`config.mk`:
```
export PLATFORM = sky130hd
export DESIGN_NAME = ppcb_parser
export DESIGN_NICKNAME = d
export VERILOG_FILES = /design/src/hw/rtl/patch_post_column_blitter_assert.svh /design/src/hw/rtl/ppcb_pkg.sv /design/src/hw/rtl/ppcb_parser.sv
export SDC_FILE = /design/constraint.sdc
export NUM_CORES = 1
export LEC_CHECK = 0
export CORE_MARGIN = 2
export CORE_UTILIZATION = 59
export CTS_CLUSTER_DIAMETER = 100
export DETAILED_ROUTE_END_ITERATION = 8
export DONT_BUFFER_PORTS = 1
export GPL_TIMING_DRIVEN = 0
export PLACE_DENSITY = 0.73
export SLEW_MARGIN = 20
export SYNTH_ARGS = -nofsm -noshare
export SYNTH_HDL_FRONTEND = slang
export SYNTH_SLANG_ARGS = --single-unit
```
`constraint.sdc`:
```
create_clock -name clk_i -period 5.2 [get_ports clk_i]
set_input_delay 0 -clock clk_i [delete_from_list [all_inputs] [get_ports clk_i]]
set_output_delay 0 -clock clk_i [all_outputs]
set_load 0.01 [all_outputs]
```
`src/hw/rtl/patch_post_column_blitter_assert.svh`:
```
// Assertion macros for the blitter RTL.
`ifndef PATCH_POST_COLUMN_BLITTER_ASSERT_SVH
`define PATCH_POST_COLUMN_BLITTER_ASSERT_SVH

// Checks a property at every rising clock edge outside of reset.
`define PPCB_ASSERT(name, clk, rst_n, prop) \
  name: assert property (@(posedge clk) disable iff (!rst_n) prop) \
    else $error("blitter assertion failed");

// Checks a property at every rising clock edge, during reset too.
`define PPCB_ASSERT_ALWAYS(name, clk, prop) \
  name: assert property (@(posedge clk) prop) \
    else $error("blitter assertion failed");

`endif

```
`src/hw/rtl/ppcb_pkg.sv`:
```
// Package with the item types, codes and constants of the patch column blitter.
package ppcb_pkg;

  localparam int unsigned ADDR_WIDTH_DEFAULT = 32;
  localparam logic [15:0] ROW_PITCH_RESET    = 16'd640;
  localparam logic [7:0]  END_OF_COLUMN      = 8'hff;

  typedef enum logic [1:0] {
    KIND_PALETTE = 2'd0,
    KIND_START   = 2'd1,
    KIND_DATA    = 2'd2,
    KIND_NONE    = 2'd3
  } kind_e;

  typedef struct packed {
    logic [1:0]         kind;
    logic [7:0]         pal_index;
    logic [15:0]        pal_color;
    logic signed [15:0] pos_x;
    logic signed [15:0] pos_y;
    logic signed [15:0] left_offset;
    logic signed [15:0] top_offset;
    logic [7:0]         data_byte;
  } in_item_t;

  typedef struct packed {
    logic [31:0] write_address;
    logic [15:0] pixel_color;
  } out_item_t;

  typedef struct packed {
    logic        we;
    logic [7:0]  index;
    logic [15:0] color;
  } pal_wr_t;

  typedef struct packed {
    logic        fire;
    logic [7:0]  pal_index;
    logic [31:0] write_address;
  } pix_req_t;

endpackage

```
`src/hw/rtl/ppcb_parser.sv`:
```
// Column post parser that tracks the draw addresses and issues pixel requests.
module ppcb_parser #(
  parameter int unsigned ADDR_WIDTH = 32
) (
  input  logic              clk_i,
  input  logic              rst_ni,
  input  logic              accept_i,
  input  ppcb_pkg::in_item_t item_i,
  input  logic [15:0]       row_pitch_i,
  output ppcb_pkg::pal_wr_t  pal_wr_o,
  output ppcb_pkg::pix_req_t pix_req_o
);
  import ppcb_pkg::*;

  typedef enum logic [2:0] {
    PH_IDLE = 3'd0,
    PH_TOP  = 3'd1,
    PH_LEN  = 3'd2,
    PH_PAD  = 3'd3,
    PH_PIX  = 3'd4,
    PH_TAIL = 3'd5
  } phase_e;

  phase_e                  phase_q, phase_d;
  logic [ADDR_WIDTH-1:0]   column_base_q, column_base_d;
  logic [ADDR_WIDTH-1:0]   pixel_address_q, pixel_address_d;
  logic [7:0]              pixels_left_q, pixels_left_d;

  logic signed [16:0]      dx;
  logic signed [16:0]      dy;
  logic signed [17:0]      dx2;
  logic signed [33:0]      dy_prod;
  logic [23:0]             row_off;
  logic [7:0]              left_dec;
  logic                    fire;

  assign dx       = $signed({item_i.pos_x[15], item_i.pos_x})
                  - $signed({item_i.left_offset[15], item_i.left_offset});
  assign dy       = $signed({item_i.pos_y[15], item_i.pos_y})
                  - $signed({item_i.top_offset[15], item_i.top_offset});
  assign dx2      = $signed({dx, 1'b0});
  assign dy_prod  = dy * $signed({1'b0, row_pitch_i});
  assign row_off  = item_i.data_byte * row_pitch_i;
  assign left_dec = pixels_left_q - 8'd1;

  always_comb begin
    phase_d         = phase_q;
    column_base_d   = column_base_q;
    pixel_address_d = pixel_address_q;
    pixels_left_d   = pixels_left_q;
    fire            = 1'b0;
    if (accept_i) begin
      case (item_i.kind)
        KIND_START: begin
          column_base_d   = ADDR_WIDTH'(dx2) + ADDR_WIDTH'(dy_prod);
          pixel_address_d = ADDR_WIDTH'(dx2) + ADDR_WIDTH'(dy_prod);
          pixels_left_d   = 8'd0;
          phase_d         = PH_TOP;
        end
        KIND_DATA: begin
          case (phase_q)
            PH_TOP: begin
              if (item_i.data_byte == END_OF_COLUMN) begin
                column_base_d = column_base_q + ADDR_WIDTH'(2);
              end else begin
                pixel_address_d = column_base_q + ADDR_WIDTH'(row_off);
                phase_d         = PH_LEN;
              end
            end
            PH_LEN: begin
              pixels_left_d = item_i.data_byte;
              phase_d       = PH_PAD;
            end
            PH_PAD: begin
              phase_d = (pixels_left_q != 8'd0) ? PH_PIX : PH_TAIL;
            end
            PH_PIX: begin
              fire            = 1'b1;
              pixel_address_d = pixel_address_q + ADDR_WIDTH'(row_pitch_i);
              pixels_left_d   = left_dec;
              if (left_dec == 8'd0) begin
                phase_d = PH_TAIL;
              end
            end
            PH_TAIL: begin
              phase_d = PH_TOP;
            end
            default: begin
            end
          endcase
        end
        default: begin
        end
      endcase
    end
  end

  always_ff @(posedge clk_i or negedge rst_ni) begin
    if (!rst_ni) begin
      phase_q         <= PH_IDLE;
      column_base_q   <= '0;
      pixel_address_q <= '0;
      pixels_left_q   <= '0;
    end else begin
      phase_q         <= phase_d;
      column_base_q   <= column_base_d;
      pixel_address_q <= pixel_address_d;
      pixels_left_q   <= pixels_left_d;
    end
  end

  assign pal_wr_o.we    = accept_i && (item_i.kind == KIND_PALETTE);
  assign pal_wr_o.index = item_i.pal_index;
  assign pal_wr_o.color = item_i.pal_color;

  assign pix_req_o.fire          = fire;
  assign pix_req_o.pal_index     = item_i.data_byte;
  assign pix_req_o.write_address = 32'(pixel_address_q);

endmodule

```
==> results.ini, run 1 <==
[run_status]
outcome=finished, violations left
violations=negative setup slack

[cts]
clock-sinks=75
clk_latency_ns=0.36
clk_pin_slew_worst_paths_ns=0.06
clockBufferDepth=2
root_buffer=clkbuf_16
cts_tree=built
numCtsBuffers=9
cts_max_level=3

[placement]
finalWeightedCongestion=0.978
post-place-cells=3281
dp_hpwl_um=58300
io_buffer_count=0

[setup_path]
worstPathMaxFanout=4
start_kind=primary input
critPathMostFrequentCell=fa_1
cpMaxStageDelayCell=fa_2
required_ns=5.44
cp-end-kind=flop
arrival_ns=7.71
max_stage_delay_ns=0.59
path_class=in -> reg

[detailed_routing]
drtPass1Iterations=6
drt-initial-drc-count=2006
ant_nets=0
route.detailed.drc=0
vias=20500
avgViaCountPerCell=6.03
wl_per_cell_um=22.3
wirelength_um=75800

[floorplan]
die_w_um=201
rows=72
coreArea_mm2=0.0385
die_y_um=201
dieArea_mm2=0.0403
io_pins=183
start_util_pct=59.4

[timing]
whs_ns=0.0277
setup_viol=48
rsz0062_at_grt=yes
finalCritPeriodShare_pct=144
slew_headroom_pct=21.6
skew_ns=0.00913
setup_ws_ns=-2.27
hold_violations=0
slew_violations=0
max_clock_freq_ghz=0.134
post-route-min-period_ns=7.47
tightest_slew_ns=1.18

[synthesis]
ys.flop_type=dfrtp_1
ys_types=79
synth.ff_latch_count=75
avgSynthCellArea_um2=8.27
yosys_warnings=0
synth_top_area_share_pct=33.8
synth_edf_count=0
synth_most_common_cell=inv_1
synth_area_mm2=0.0229
synth_seq_area_share_pct=8.21
synth_nets=3454
ys_async_sr_fraction_pct=100
yosys.area.top_type=fa_1
netlist_instances=2763
synthTopCellsByCount=inv_1, fa_1, nand2_1, and2_1, ha_1
synth_area_leaders=fa_1, ha_1, inv_1

[cells_and_area]
instances_no_fill=3406
area_delta_synth_final_pct=15.0
nNetsFinal=3572
layout-drive-gt1-share_pct=13.8
multi_input_comb_area_mm2=0.0195
nFillCells=3109
regArea_mm2=0.00188

[global_routing]
use_met2_pct=60.4
grt_pass1_wl_um=117000
grt_max_degree=76
grt-ovfl-total=0
antenna_found_initial=2
top_usage_layer=met2
use_met3_pct=9.27
globalRouteTotalUtil_pct=37.6
use_met1_pct=50.2
grt_pass1_vias=20900

[job]
max_cap_violations=0

[min_path]
hold_path_class=in -> reg

-- cells in the final DEF, fill, tap and decap left out, types with 23 or more instances in the layout --
master | Yosys | final
fa_1 | 386 | 371
inv_1 | 553 | 532
nor3_1 | 31 | 26
nor2b_1 | 39 | 37
and2_1 | 196 | 181
xor2_1 | 34 | 31
a21oi_1 | 137 | 116
ha_4 | 0 | 23
a21o_1 | 25 | 25
ha_1 | 188 | 163
buf_4 | 33 | 115
nand2_1 | 306 | 289
dfrtp_1 | 75 | 75
clkbuf_1 | 101 | 85
nor2_1 | 106 | 98
nand3_1 | 40 | 37
xnor2_1 | 69 | 47
o21ai_0 | 133 | 103
-- state kept, by name, summed over array words and instances, names as in the netlist --
name	count
phase_q	3
pixels_left_q	8
pixel_address_q	32
column_base_q	32
-- cells by family after synthesis --
family | Yosys count | share of synthesized area [%]
xor+xnor | 104 | 4.05
simple gates | 810 | 17.5
buf+inv | 698 | 12.2
flops | 75 | 8.21
compound gates | 492 | 13.5
mux | 10 | 0.471
fa+ha+maj | 574 | 44.1
-- final cells by class --
cell class,count,area share (%)
antenna,3,0.0286
buffer,142,3.11
clock buffer,10,0.910
clock inverter,5,0.476
inverter,554,8.07
multi-input combinational,1990,74.2
sequential,75,7.14
tap,518,2.47
timing repair buffer,109,3.60
-- routing by layer --
| layer | vias up | part of all wire (%) |
|---|---|---|
| li1 | 8939 | - |
| met1 | 10200 | 38 |
| met2 | 1170 | 47 |
| met3 | 229 | 11 |
| met4 | 4 | 4.1 |
| met5 | - | 0.034 |
-- through the flow --
step	TNS, ns	setup slack (ns)	util, %	instance area (µm²)
floorplan	-46.98	-1.89	-	23300
global placement	-106.74	-3.20	62.2	23900
detailed placement	-110.25	-3.30	62.2	23900
CTS	-59.21	-2.01	66.6	25600
global route	-78.04	-2.43	68.3	26300
finish	-68.28	-2.27	68.3	26300
-- worst paths after layout --
kind                                  start                   to  slack (ns)  depth (start not counted)
max in group asynchronous            rst_ni    column_base_q[27]        4.63                          2
max                              item_i[40]    column_base_q[31]       -2.27                         34
max reg2reg                column_base_q[8]  pixel_address_q[23]       -0.45                         17
min reg2reg                pixels_left_q[5]     pixels_left_q[5]        0.51                          2
min                          row_pitch_i[0]   pixel_address_q[0]        0.03                          3
min in group asynchronous            rst_ni   pixel_address_q[9]        0.22                          2
-- critical path: cells and delay by family --
kind                     cells  cell delay (ns)
adder cells (fa/ha/maj)      8             3.45
AO/OA/AOI/OAI               13             2.19
buffers and inverters        8             0.88
XOR/XNOR                     2             0.58
AND/OR/NAND/NOR              3             0.58
-- timing repair --
action | CTS | global route
pin swaps | 86 | 79
resized for setup | 134 | 104
buffers inserted | 70 | 34
hold buffers | 6 | 0
endpoints found under the setup margin | 53 | 50
endpoints found under the hold margin | 79 | 0
Power of run 1 is left out: the tool's default activity adds up to more than one toggle a clock period on the data nets, which glitch-free logic cannot reach.
==> run 2: changes to the inputs <==
CAP_MARGIN = 20   (was unset)
SETUP_SLACK_MARGIN = 0.3   (was unset)
==> results.ini, run 2 (synthesis results as in run 1) <==
[cells_and_area]
layout-drive-gt1-share_pct=13.1
final_cell_mix=inv_1, fa_1, nand2_1, and2_1, ha_1
area_delta_synth_final_pct=13.8
nNetsFinal=3553
largestRegisters=column_base_q: 32 flops, pixel_address_q: 32 flops, pixels_left_q: 8 flops
final_common_cell=inv_1

[floorplan]
start_util_pct=59.4
coreArea_mm2=0.0385
rows=72
die_w_um=201
die_y_um=201
dieArea_mm2=0.0403
io_pins=183

[min_path]
hold_end=pixel_address_q[0]
min_path_cells=3
hold_path_class=in -> reg
hold_start=row_pitch_i[0]

[timing]
finalSetupTns_ns=-70.15
slew_violations=0
rsz0062_at_grt=yes
max_clock_freq_ghz=0.136
skew_ns=0.0114
post-route-min-period_ns=7.35
finalCritPeriodShare_pct=141
slew_headroom_pct=15.6
setup_ws_ns=-2.15
setup_viol=52
hold_violations=0
tightest_slew_ns=1.26

[setup_path]
worst-r2r-cell-count=17
arrival_ns=7.59
reg2reg_slack_ns=-0.39
worstPathMaxFanout=6
critPathMostFrequentCell=fa_1
worst_r2r_startpoint=column_base_q[8]
required_ns=5.44
max_stage_delay_ns=0.50
cp-end-kind=flop
start_kind=primary input
cpMaxStageDelayCell=fa_1
path_class=in -> reg
r2r-end=pixel_address_q[29]

[run_status]
violations=negative setup slack
outcome=finished, violations left

[placement]
io_buffer_count=0
dp_hpwl_um=59200
finalWeightedCongestion=0.979
pre_cts_ws_ns=-3.25

[global_routing]
antenna_found_initial=2
grt_pass1_vias=21300
grt-ovfl-total=0
globalRouteTotalUtil_pct=38.8
grt_max_degree=76
grt_pass1_wl_um=120000

[detailed_routing]
wl_per_cell_um=22.7
avgViaCountPerCell=6.10
vias=20700
ant_nets=0
route.detailed.drc=0
drt-initial-drc-count=2359
drtPass1Iterations=6
wirelength_um=77000

[cts]
numCtsBuffers=9
cts_tree=built
clock-sinks=75
root_buffer=clkbuf_16
clk_latency_ns=0.36
clk_pin_slew_worst_paths_ns=0.06
cts_max_level=3
clockBufferDepth=2

[job]
max_cap_violations=0

run 2: cell types whose count changed in the layout (fill, tap and decap cells not counted), sizes merged:
cell,previous run,this run
bufinv,4,1
clkbuf,110,111
buf,146,127
diode,3,6
inv,551,552
run 2: per-layer routing:
| metal | track usage, % | vias up | part of all wire [%] |
|---|---|---|---|
| li1 | - | 8920 | - |
| met1 | 52.3 | 10300 | 39 |
| met2 | 61.1 | 1178 | 46 |
| met3 | 8.67 | 250 | 11 |
| met4 | 15.7 | 2 | 4.7 |
| met5 | 0 | - | 0.016 |
run 2: per-stage QoR:
| step | utilization, % | cells | cell area, µm² | hold WS [ns] |
|---|---|---|---|---|
| finish | 67.6 | 3389 | 26000 | 0.0316 |
| global route | 67.6 | 3383 | 26000 | 0.0810 |
| CTS | 66.1 | 3357 | 25400 | 0.0328 |
| detailed placement | 62.4 | 3281 | 24000 | -0.294 |
| global placement | 62.4 | 3281 | 24000 | -0.294 |
| floorplan | - | 2763 | 23400 | -0.296 |
run 2: worst max-delay path by stage:
stage                           from                 to  slack (ns)  cells after the start
after floorplan           item_i[41]  column_base_q[31]       -1.89                     31
after global routing      item_i[16]  column_base_q[31]       -2.35                     32
after detailed placement  item_i[10]  column_base_q[31]       -3.25                     28
final                     item_i[40]  column_base_q[31]       -2.15                     33
after global placement    item_i[10]  column_base_q[31]       -3.18                     28
after CTS                 item_i[40]  column_base_q[31]       -1.95                     33
run 2: worst max-delay path: cells and delay by family:
family | cells | cell delay [ns]
fa+ha+maj | 9 | 3.59
compound gates | 9 | 1.65
simple gates | 5 | 0.87
buf+inv | 8 | 0.81
xor+xnor | 2 | 0.65
run 2: cell type report:
cell class	instances	area [µm²]
Multi-Input combinational cell	1990	19500
Fill cell	3182	12500
Inverter	554	2120
Sequential cell	75	1880
Buffer	144	836
Timing Repair Buffer	88	756
Tap cell	518	648
Clock buffer	11	243
Clock inverter	3	40.0
Antenna cell	6	15.0
run 2: repair_timing:
item	4_1_cts	5_1_grt
setup endpoints to repair	54	54
endpoints found under the hold margin	79	0
pin swaps	78	44
buffers inserted	56	26
hold buffers	6	0
gates resized for setup	122	84
Power of run 2 is left out for the same reason.
